`config.mk`:
```
export PLATFORM = sky130hd
export DESIGN_NAME = transfer_function_lut_interpolator_unit_flat
export DESIGN_NICKNAME = d
export VERILOG_FILES = /design/src/tfli_pkg.sv /design/src/tfli_if.sv /design/src/transfer_function_lut_interpolator_unit.sv /design/src/flat_wrapper.sv
export SDC_FILE = /design/constraint.sdc
export NUM_CORES = 2
export LEC_CHECK = 0
export ABC_AREA = 1
export BUFFER_PORTS_ARGS = -buffer_cell sky130_fd_sc_hd__buf_4
export CAP_MARGIN = 5
export CORE_MARGIN = 5
export CORE_UTILIZATION = 40
export DETAILED_ROUTE_END_ITERATION = 10
export PLACE_DENSITY = 0.61
export SYNTH_ARGS = -nofsm -noshare
export SYNTH_HDL_FRONTEND = slang
export SYNTH_SLANG_ARGS = --single-unit
export TNS_END_PERCENT = 30
```
`constraint.sdc`:
```
create_clock -name clock -period 11.65 [get_ports clock]
set_input_delay 1.165 -clock clock [delete_from_list [all_inputs] [get_ports clock]]
set_output_delay 1.165 -clock clock [all_outputs]
set_load 0.02 [all_outputs]
```
`src/tfli_pkg.sv`:
```
// Shared constants, types and key field helpers for the transfer function LUT interpolator.
`timescale 1ns / 1ps

package tfli_pkg;

   // Register and field geometry
   localparam int KEY_W       = 40;
   localparam int BYTE_W      = 8;
   localparam int CHANNELS    = 4;
   localparam int COUNT_W     = 3;
   localparam int CSR_INDEX_W = 3;

   // Defaults for the top level parameters
   localparam int MAX_KEYS_DEFAULT    = 6;
   localparam int LUT_ENTRIES_DEFAULT = 256;

   // Register indexes
   localparam logic [CSR_INDEX_W-1:0] CSR_KEY_COUNT = 3'd0;
   localparam logic [CSR_INDEX_W-1:0] CSR_KEY_ZERO  = 3'd1;

   // Reset values
   localparam logic [COUNT_W-1:0] KEY_COUNT_RESET = 3'd2;
   localparam logic [COUNT_W-1:0] MIN_KEY_COUNT   = 3'd2;
   localparam logic [KEY_W-1:0]   KEY_ONE_RESET   = {KEY_W{1'b1}};

   // Serial arithmetic: multiply takes two color bits a cycle, divide one quotient bit
   localparam int MUL_DIGIT_W = 2;
   localparam int MUL_STEPS   = BYTE_W / MUL_DIGIT_W;
   localparam int DIV_STEPS   = BYTE_W;
   localparam int STEP_W      = $clog2(DIV_STEPS);

   typedef enum logic [2:0] {
      ST_IDLE,
      ST_PREP,
      ST_MUL,
      ST_DIV,
      ST_OUT
   } state_type;

   // Position byte of a control point
   function automatic logic [BYTE_W-1:0] key_pos(input logic [KEY_W-1:0] key);
      return key[KEY_W-1 -: BYTE_W];
   endfunction

   // Color byte of a control point: 0 red, 1 green, 2 blue, 3 alpha
   function automatic logic [BYTE_W-1:0] key_chan(input logic [KEY_W-1:0] key, input int ch);
      return key[KEY_W-1-BYTE_W-BYTE_W*ch -: BYTE_W];
   endfunction

endpackage

```
`src/tfli_if.sv`:
```
// Valid/ready channel interfaces for LUT index requests and RGBA responses.
`timescale 1ns / 1ps

interface tfli_req_if;
   logic                         valid;
   logic                         ready;
   logic [tfli_pkg::BYTE_W-1:0]  lut_index;

   modport source (output valid, output lut_index, input ready);
   modport sink   (input valid, input lut_index, output ready);
endinterface

interface tfli_rsp_if;
   logic                         valid;
   logic                         ready;
   logic [tfli_pkg::BYTE_W-1:0]  red;
   logic [tfli_pkg::BYTE_W-1:0]  green;
   logic [tfli_pkg::BYTE_W-1:0]  blue;
   logic [tfli_pkg::BYTE_W-1:0]  alpha;

   modport source (output valid, output red, output green, output blue, output alpha,
                   input ready);
   modport sink   (input valid, input red, input green, input blue, input alpha,
                   output ready);
endinterface

```
`src/transfer_function_lut_interpolator_unit.sv`:
```
// Sequence: an accepted request passes through a setup state, a 2-bit serial multiply
//    over the color bytes, a 1-bit restoring divide and a load of the output register.
// Requests are taken only in the idle state, so a new request waits until the last one
//    has left the output state; a stalled response holds the sequencer in that state.
// All four channels share one sequencer and one divisor shift register.
// Reset (synchronous, active high): sequencer idle, no response held, key_count = 2,
//    key_one = all ones, other keys = 0. No clearing pass.
`timescale 1ns / 1ps

module transfer_function_lut_interpolator_unit #(
   parameter int MAX_KEYS    = tfli_pkg::MAX_KEYS_DEFAULT,
   parameter int LUT_ENTRIES = tfli_pkg::LUT_ENTRIES_DEFAULT
) (
   input  logic                               clock,
   input  logic                               reset,
   input  logic                               csr_write_en,
   input  logic [tfli_pkg::CSR_INDEX_W-1:0]   csr_index,
   input  logic [tfli_pkg::KEY_W-1:0]         csr_wdata,
   tfli_req_if.sink                           req_chan,
   tfli_rsp_if.source                         rsp_chan
);

   import tfli_pkg::*;

   // Scaled positions: index*255 against position*SCALE
   localparam int SCALE = LUT_ENTRIES - 1;
   localparam int PW    = $clog2(255 * SCALE + 1);
   localparam int NW    = PW + 9;   // 2*v + den, v <= 255*den
   localparam int DW    = PW + 8;   // divisor 2*den aligned to the top quotient bit
   localparam logic [BYTE_W-1:0]  IDX_MAX   = BYTE_W'(SCALE);
   localparam logic [COUNT_W-1:0] MAX_COUNT = COUNT_W'(MAX_KEYS);
   localparam logic [PW-1:0]      SCALE_PW  = PW'(SCALE);
   localparam logic [PW-1:0]      T_MUL     = PW'(255);

   // Control state
   state_type              state_ff, state_in;
   logic [STEP_W-1:0]      step_ff, step_in;
   logic                   rsp_valid_ff, rsp_valid_in;
   logic                   accept;
   logic                   load_out;

   // Configuration
   logic [COUNT_W-1:0]     key_count_ff;
   logic [KEY_W-1:0]       keys_ff [MAX_KEYS];

   // Accept-time scan
   logic [BYTE_W-1:0]      idx_clamp;
   logic [PW-1:0]          t_val;
   logic [COUNT_W-1:0]     kcount;
   logic [PW-1:0]          pos_scaled [MAX_KEYS];
   logic [KEY_W-1:0]       ka_sel, kb_sel;
   logic                   scan_stop;

   // Segment registers
   logic [PW-1:0]          t_ff;
   logic [KEY_W-1:0]       ka_ff, kb_ff;

   // Weight setup
   logic [PW-1:0]          pa, pb, num_w, den_w;
   logic [PW-1:0]          num_ff, den_ff, dmn_ff;

   // Serial datapath, one lane per channel
   logic [BYTE_W-1:0]      ca_ff [CHANNELS];
   logic [BYTE_W-1:0]      cb_ff [CHANNELS];
   logic [NW-1:0]          rem_ff [CHANNELS];
   logic [NW-1:0]          mul_next [CHANNELS];
   logic [NW-1:0]          div_next [CHANNELS];
   logic                   div_bit [CHANNELS];
   logic [BYTE_W-1:0]      quo_ff [CHANNELS];
   logic [BYTE_W-1:0]      out_ff [CHANNELS];
   logic [DW-1:0]          dsh_ff;
   logic                   div_bound_ok;

   // Configuration writes
   always_ff @(posedge clock) begin
      if (reset) begin
         key_count_ff <= KEY_COUNT_RESET;
         for (int k = 0; k < MAX_KEYS; k++) begin
            keys_ff[k] <= (k == 1) ? KEY_ONE_RESET : '0;
         end
      end else if (csr_write_en) begin
         if (csr_index == CSR_KEY_COUNT) begin
            key_count_ff <= csr_wdata[COUNT_W-1:0];
         end
         for (int k = 0; k < MAX_KEYS; k++) begin
            if (csr_index == CSR_KEY_ZERO + CSR_INDEX_W'(k)) begin
               keys_ff[k] <= csr_wdata;
            end
         end
      end
   end

   // Clamp index and count, pick the segment
   always_comb begin
      idx_clamp = (req_chan.lut_index > IDX_MAX) ? IDX_MAX : req_chan.lut_index;
      t_val     = PW'(idx_clamp) * T_MUL;
      if (key_count_ff < MIN_KEY_COUNT) begin
         kcount = MIN_KEY_COUNT;
      end else if (key_count_ff > MAX_COUNT) begin
         kcount = MAX_COUNT;
      end else begin
         kcount = key_count_ff;
      end
      for (int k = 0; k < MAX_KEYS; k++) begin
         pos_scaled[k] = PW'(key_pos(keys_ff[k])) * SCALE_PW;
      end
      ka_sel    = keys_ff[0];
      kb_sel    = keys_ff[1];
      scan_stop = 1'b0;
      // advance while a next segment exists and its lower key is below the index
      for (int j = 0; j < MAX_KEYS - 2; j++) begin
         if (!scan_stop) begin
            if ((j + 2 < int'(kcount)) && (pos_scaled[j+1] < t_val)) begin
               ka_sel = keys_ff[j+1];
               kb_sel = keys_ff[j+2];
            end else begin
               scan_stop = 1'b1;
            end
         end
      end
   end

   // Clamped weight num/den
   always_comb begin
      pa = PW'(key_pos(ka_ff)) * SCALE_PW;
      pb = PW'(key_pos(kb_ff)) * SCALE_PW;
      if (pb > pa) begin
         den_w = pb - pa;
         if (t_ff <= pa) begin
            num_w = '0;
         end else if (t_ff >= pb) begin
            num_w = den_w;
         end else begin
            num_w = t_ff - pa;
         end
      end else begin
         num_w = '0;
         den_w = PW'(1);
      end
   end

   // Per-lane multiply step and divide step
   always_comb begin
      div_bound_ok = 1'b1;
      for (int ch = 0; ch < CHANNELS; ch++) begin
         // acc = 4*acc + 2*(a*(den-num) + b*num), plus den on the last digit
         mul_next[ch] = (rem_ff[ch] << MUL_DIGIT_W)
                      + ((NW'(ca_ff[ch][BYTE_W-1 -: MUL_DIGIT_W]) * NW'(dmn_ff)
                        + NW'(cb_ff[ch][BYTE_W-1 -: MUL_DIGIT_W]) * NW'(num_ff)) << 1)
                      + ((step_ff == STEP_W'(MUL_STEPS - 1)) ? NW'(den_ff) : '0);
         div_bit[ch]  = (rem_ff[ch] >= NW'(dsh_ff));
         div_next[ch] = div_bit[ch] ? (rem_ff[ch] - NW'(dsh_ff)) : rem_ff[ch];
         if (rem_ff[ch] >= (NW'(dsh_ff) << 1)) begin
            div_bound_ok = 1'b0;
         end
      end
   end

   // Sequencer
   always_ff @(posedge clock) begin
      if (reset) begin
         state_ff     <= ST_IDLE;
         step_ff      <= '0;
         rsp_valid_ff <= 1'b0;
      end else begin
         state_ff     <= state_in;
         step_ff      <= step_in;
         rsp_valid_ff <= rsp_valid_in;
      end
   end

   always_comb begin
      state_in       = state_ff;
      step_in        = step_ff;
      req_chan.ready = 1'b0;
      accept         = 1'b0;
      load_out       = 1'b0;
      case (state_ff)
         ST_IDLE: begin
            req_chan.ready = 1'b1;
            accept         = req_chan.valid;
            if (req_chan.valid) begin
               state_in = ST_PREP;
            end
         end
         ST_PREP: begin
            step_in  = '0;
            state_in = ST_MUL;
         end
         ST_MUL: begin
            if (step_ff == STEP_W'(MUL_STEPS - 1)) begin
               step_in  = '0;
               state_in = ST_DIV;
            end else begin
               step_in = step_ff + STEP_W'(1);
            end
         end
         ST_DIV: begin
            step_in = step_ff + STEP_W'(1);
            if (step_ff == STEP_W'(DIV_STEPS - 1)) begin
               state_in = ST_OUT;
            end
         end
         ST_OUT: begin
            // hold until the output register is free
            if (!rsp_valid_ff || rsp_chan.ready) begin
               load_out = 1'b1;
               state_in = ST_IDLE;
            end
         end
         default: begin
            state_in = ST_IDLE;
         end
      endcase
      rsp_valid_in = load_out | (rsp_valid_ff & ~rsp_chan.ready);
   end

   // Datapath registers
   always_ff @(posedge clock) begin
      if (accept) begin
         t_ff  <= t_val;
         ka_ff <= ka_sel;
         kb_ff <= kb_sel;
      end
      case (state_ff)
         ST_PREP: begin
            num_ff <= num_w;
            den_ff <= den_w;
            dmn_ff <= den_w - num_w;
            dsh_ff <= DW'(den_w) << BYTE_W;
            for (int ch = 0; ch < CHANNELS; ch++) begin
               ca_ff[ch]  <= key_chan(ka_ff, ch);
               cb_ff[ch]  <= key_chan(kb_ff, ch);
               rem_ff[ch] <= '0;
            end
         end
         ST_MUL: begin
            for (int ch = 0; ch < CHANNELS; ch++) begin
               rem_ff[ch] <= mul_next[ch];
               ca_ff[ch]  <= ca_ff[ch] << MUL_DIGIT_W;
               cb_ff[ch]  <= cb_ff[ch] << MUL_DIGIT_W;
            end
         end
         ST_DIV: begin
            dsh_ff <= dsh_ff >> 1;
            for (int ch = 0; ch < CHANNELS; ch++) begin
               rem_ff[ch] <= div_next[ch];
               quo_ff[ch] <= {quo_ff[ch][BYTE_W-2:0], div_bit[ch]};
            end
         end
         default: begin
         end
      endcase
      if (load_out) begin
         for (int ch = 0; ch < CHANNELS; ch++) begin
            out_ff[ch] <= quo_ff[ch];
         end
      end
   end

   // Drive the response channel
   assign rsp_chan.valid = rsp_valid_ff;
   assign rsp_chan.red   = out_ff[0];
   assign rsp_chan.green = out_ff[1];
   assign rsp_chan.blue  = out_ff[2];
   assign rsp_chan.alpha = out_ff[3];

   // An accepted transaction starts the setup cycle
   a_accept_prep: assert property (@(posedge clock) disable iff (reset)
      (req_chan.valid && req_chan.ready) |=> (state_ff == ST_PREP))
      else $error("accepted transaction did not start setup");

   // The weight never exceeds one
   a_weight_range: assert property (@(posedge clock) disable iff (reset)
      (state_ff == ST_MUL) |-> (num_ff <= den_ff))
      else $error("interpolation weight above one");

   // Divisor is never zero while the serial units run
   a_den_nonzero: assert property (@(posedge clock) disable iff (reset)
      (state_ff == ST_MUL || state_ff == ST_DIV) |-> (den_ff != '0))
      else $error("zero divisor in serial datapath");

   // Each quotient bit is a single digit: remainder below twice the shifted divisor
   a_div_bound: assert property (@(posedge clock) disable iff (reset)
      (state_ff == ST_DIV) |-> div_bound_ok)
      else $error("quotient overflow in serial divide");

   // A new response only comes out of the output state
   a_rsp_source: assert property (@(posedge clock) disable iff (reset)
      (rsp_chan.valid && !$past(rsp_chan.valid)) |-> $past(state_ff == ST_OUT))
      else $error("response raised outside the output state");

endmodule

```
`src/flat_wrapper.sv`:
```
// flat-port wrapper written by rule: the top's interface ports become plain ports
module transfer_function_lut_interpolator_unit_flat import tfli_pkg::*;
#(
   parameter int MAX_KEYS    = tfli_pkg::MAX_KEYS_DEFAULT,
   parameter int LUT_ENTRIES = tfli_pkg::LUT_ENTRIES_DEFAULT
)
  (clock, reset, csr_write_en, csr_index, csr_wdata, req_chan_valid, req_chan_lut_index, req_chan_ready, rsp_chan_valid, rsp_chan_red, rsp_chan_green, rsp_chan_blue, rsp_chan_alpha, rsp_chan_ready);
  tfli_req_if req_chan_i ();
  tfli_rsp_if rsp_chan_i ();
  input  logic clock;
  input  logic reset;
  input  logic csr_write_en;
  input  logic [tfli_pkg::CSR_INDEX_W-1:0] csr_index;
  input  logic [tfli_pkg::KEY_W-1:0] csr_wdata;
  input wire logic [$bits(req_chan_i.valid)-1:0] req_chan_valid;
  input wire logic [$bits(req_chan_i.lut_index)-1:0] req_chan_lut_index;
  output wire logic [$bits(req_chan_i.ready)-1:0] req_chan_ready;
  output wire logic [$bits(rsp_chan_i.valid)-1:0] rsp_chan_valid;
  output wire logic [$bits(rsp_chan_i.red)-1:0] rsp_chan_red;
  output wire logic [$bits(rsp_chan_i.green)-1:0] rsp_chan_green;
  output wire logic [$bits(rsp_chan_i.blue)-1:0] rsp_chan_blue;
  output wire logic [$bits(rsp_chan_i.alpha)-1:0] rsp_chan_alpha;
  input wire logic [$bits(rsp_chan_i.ready)-1:0] rsp_chan_ready;
  assign req_chan_i.valid = req_chan_valid;
  assign req_chan_i.lut_index = req_chan_lut_index;
  assign req_chan_ready = req_chan_i.ready;
  assign rsp_chan_valid = rsp_chan_i.valid;
  assign rsp_chan_red = rsp_chan_i.red;
  assign rsp_chan_green = rsp_chan_i.green;
  assign rsp_chan_blue = rsp_chan_i.blue;
  assign rsp_chan_alpha = rsp_chan_i.alpha;
  assign rsp_chan_i.ready = rsp_chan_ready;
  transfer_function_lut_interpolator_unit #(.MAX_KEYS(MAX_KEYS), .LUT_ENTRIES(LUT_ENTRIES)) u_core (.clock(clock), .reset(reset), .csr_write_en(csr_write_en), .csr_index(csr_index), .csr_wdata(csr_wdata), .req_chan(req_chan_i), .rsp_chan(rsp_chan_i));
endmodule
```
==> impl_summary.log <==
[metrics] routed wire length: 169,400 um
[metrics] leading post-synthesis cells by instance count: 1,246 x nand2_1, 1,202 x inv_1, 650 x ha_1, 624 x edfxtp_1, 473 x a21oi_1
[metrics] H-Tree Depth: 3
[metrics] Antenna Violating Nets Remaining: 0
[metrics] area taken by flip-flops and latches: 19,180 um^2
[metrics] Std-Cell Core Area: 147,500 um^2
[metrics] Net Count, Synth: 7,920
[metrics] number of nets in the finished design: 7,919
[metrics] number of enable flip-flop cells after synthesis: 624
[metrics] share of synthesized area occupied by flip-flops and latches: 32.36%
[metrics] Via Count: 46,800
[metrics] final setup TNS: 0 ps
[metrics] Bufs on Longest Clock Path: 3
[metrics] post-synthesis cell type with the largest combined area: edfxtp_1
[metrics] clock latency on the worst-skew pair: 730 ps
[metrics] HPWL after detailed placement: 128,900 um
[metrics] Highest Clock Rate: 117.5 MHz
[metrics] DRC marker count from the first detailed-route iteration: 3,650
[metrics] top cell family by delay on the critical path: adder cells
[metrics] required time reported for the critical path endpoint: 12,210 ps
[metrics] logic depth of the worst setup path including buffers: 31
[metrics] Layout area overhead: 8.940%
[metrics] highest net fanout along the worst path: 48
[metrics] first drt pass iteration count: 7
[metrics] worst-case clock skew: 49.85 ps
[metrics] count of buffers inserted at the top-level ports: 89
[metrics] Synth Flop Type: edfxtp_1
[metrics] unrepaired setup endpoints after global routing: no
[metrics] crit share post-route: 73.08%
[metrics] maximum number of pins on one net before global-route repair: 95
[metrics] antenna violations before repair: 2
[metrics] fraction of registers with async set or reset after synthesis: 0%
[metrics] min cycle time layout: 8513 ps
[metrics] wire length of the first global-routing pass: 264,800 um
[metrics] via density per instance: 5.313
[metrics] cell with the biggest individual delay on the critical path: inv_2
[metrics] TritonCTS buffer count: 80
[metrics] DRC errors left: 0
[metrics] type of the setup path with the least slack: reg2reg
[metrics] share of layout cells above drive strength 1: 5.350%
[metrics] multi-input combinational cell area: 34,770 um^2
[metrics] post-cts hold buffer count: 0
[metrics] maximum single-stage delay on the critical path: 730 ps
[metrics] cell chosen for the clock root: clkbuf_16
[metrics] nature of the critical path startpoint: flip-flop
[metrics] Die Outline Area: 156,000 um^2
[metrics] DIE WIDTH: 394.9 um
[metrics] total global-route track usage: 21.47%
[metrics] via count of the first global-routing pass: 46,580
[metrics] max_slew headroom: 20.09%
[metrics] starting utilization of the core area: 40.19%
[metrics] WHS Path Cells: 0
[metrics] weighted congestion reported at the end of routability-driven placement: 0.9487
[metrics] max-slew violation count: 0
[metrics] most frequently used cell type in the post-synthesis netlist: nand2_1
[metrics] worst min-delay path category: reg2reg
[metrics] synthesis warning total: 0
[metrics] Post-Synthesis Mean Instance Area: 8.699 um^2
[metrics] # fillers: 14,450
[metrics] number of buffer and inverter stages on the critical path: 8
[metrics] flops & latches, synth: 646
[metrics] die outline height: 394.9 um
[metrics] final antenna diode count: 0
[metrics] cell mode on critical path: inv_1
[metrics] share of Yosys cell area claimed by the top area cell type: 31.61%
[metrics] number of setup violations in the final report: 0
[metrics] path depth of the worst reg2reg path: 31
[metrics] number of hold violations in the final report: 0
[metrics] Reg clk slew, reported paths: 60 ps
[metrics] clock tree from TritonCTS: built
[metrics] postcts setup bufs: 0
[metrics] # IOs: 90
[metrics] number of cells upsized or downsized after cts: 0
[metrics] global-route congestion overflow total: 0
[metrics] synth top area cells: edfxtp_1 32%, ha_1 14%, fa_1 14%
[metrics] number of sinks handled by clock tree synthesis: 646
[metrics] cells after synthesis: 6,814
[metrics] data arrival time at the worst-slack endpoint: 9070 ps
[metrics] max cap viols: 0
[metrics] result of the run: finished, final reports clean
[metrics] nature of the critical path endpoint: flip-flop
[metrics] count of unique library cells instantiated by Yosys: 59
[metrics] std cell rows: 141
[metrics] post-DR wirelength/cell: 19.23 um
[metrics] transition time at the pin with the least slew margin: 1196 ps
[metrics] cell area after synthesis: 59,270 um^2
## metrics by stage
step	std cells	worst slack [ps]	utilization (%)	hold slack (ps)	cell area, um^2
global placement	8660	2599	41.97	404.9	61910
finish	8809	3137	43.78	417.2	64570
floorplan	6814	4240	-	400.3	59270
global route	8809	2530	43.78	424.8	64570
CTS	8808	3098	43.76	420.1	64540
detailed placement	8660	2501	41.97	406.6	61910
## area by class of cell
type                    instances  share of cell area [%]
flip-flops and latches        646                   29.70
clock inverters                41                  0.7344
inverters                    1221                   7.100
multi-input cells            4736                   53.85
well taps                    1930                   3.740
repair buffers                128                   1.519
clock buffers                 107                   3.350
## layout by cell type, fill, tap and decap left out, drive strengths merged, types with 23 or more instances in the layout
cell type	count
o21bai	43
buf	128
nor3	34
nor2	476
nand3	375
xnor2	94
a21oi	477
a21o	30
a22o	27
clkinv	30
clkbuf	107
o211ai	85
inv	1225
fa	400
o21ai	356
ha	650
nand4	88
o21a	23
edfxtp	624
or2	33
nand2	1261
xor2	157
a31oi	30
## path summary, 6_finish.rpt
kind	startpoint	to	slack, ps
worst max-delay path	u_core.keys_ff[0][115]	u_core.kb_ff[0]	3140
worst min-delay path	u_core.quo_ff[2][7]	u_core.out_ff[2][7]	420
worst max register to register	u_core.keys_ff[0][115]	u_core.kb_ff[0]	3140
worst min register to register	u_core.quo_ff[2][7]	u_core.out_ff[2][7]	420
## metal layers
metal,track usage (%),wire length (um),vias up,share of wire (%)
met5,0,0,-,0
met4,7.628,6630,0,3.9
met3,3.668,10950,303,6.5
met2,36.48,80330,1466,47
met1,27.68,71510,22570,42
li1,-,-,22470,-
## cell families (layout without fill, tap and decap cells)
group / after synthesis / in the layout / synth area share (%)
simple gates: 2298 / 2298 / 16.51
buf+inv: 1432 / 1497 / 9.208
compound gates: 1137 / 1137 / 10.99
fa+ha+maj: 1050 / 1050 / 27.23
flops: 646 / 646 / 32.36
xor+xnor: 251 / 251 / 3.709
## worst register-to-register path: cells and delay by family, from the launching register on
family	cells	cell delay, ps
buf+inv	8	2080
fa+ha+maj	6	2740
compound gates	4	490
flops	1	640
xor+xnor	1	270
simple gates	12	2160
## flip-flops by register name, summed over array words and instances (netlist names)
signal	count
u_core.keys_ff	240
u_core.rem_ff	100
u_core.ka_ff	40
u_core.kb_ff	40
u_core.ca_ff	32
u_core.cb_ff	32
u_core.out_ff	32
u_core.quo_ff	32
u_core.dsh_ff	24
u_core.den_ff	16
u_core.dmn_ff	16
u_core.num_ff	16
u_core.t_ff	16
u_core.key_count_ff	3
u_core.state_ff	3
u_core.step_ff	3
u_core.rsp_chan.valid	1
Power is not shown: default switching activity piles up to over one toggle a cycle in this logic, so the estimate is an artifact.
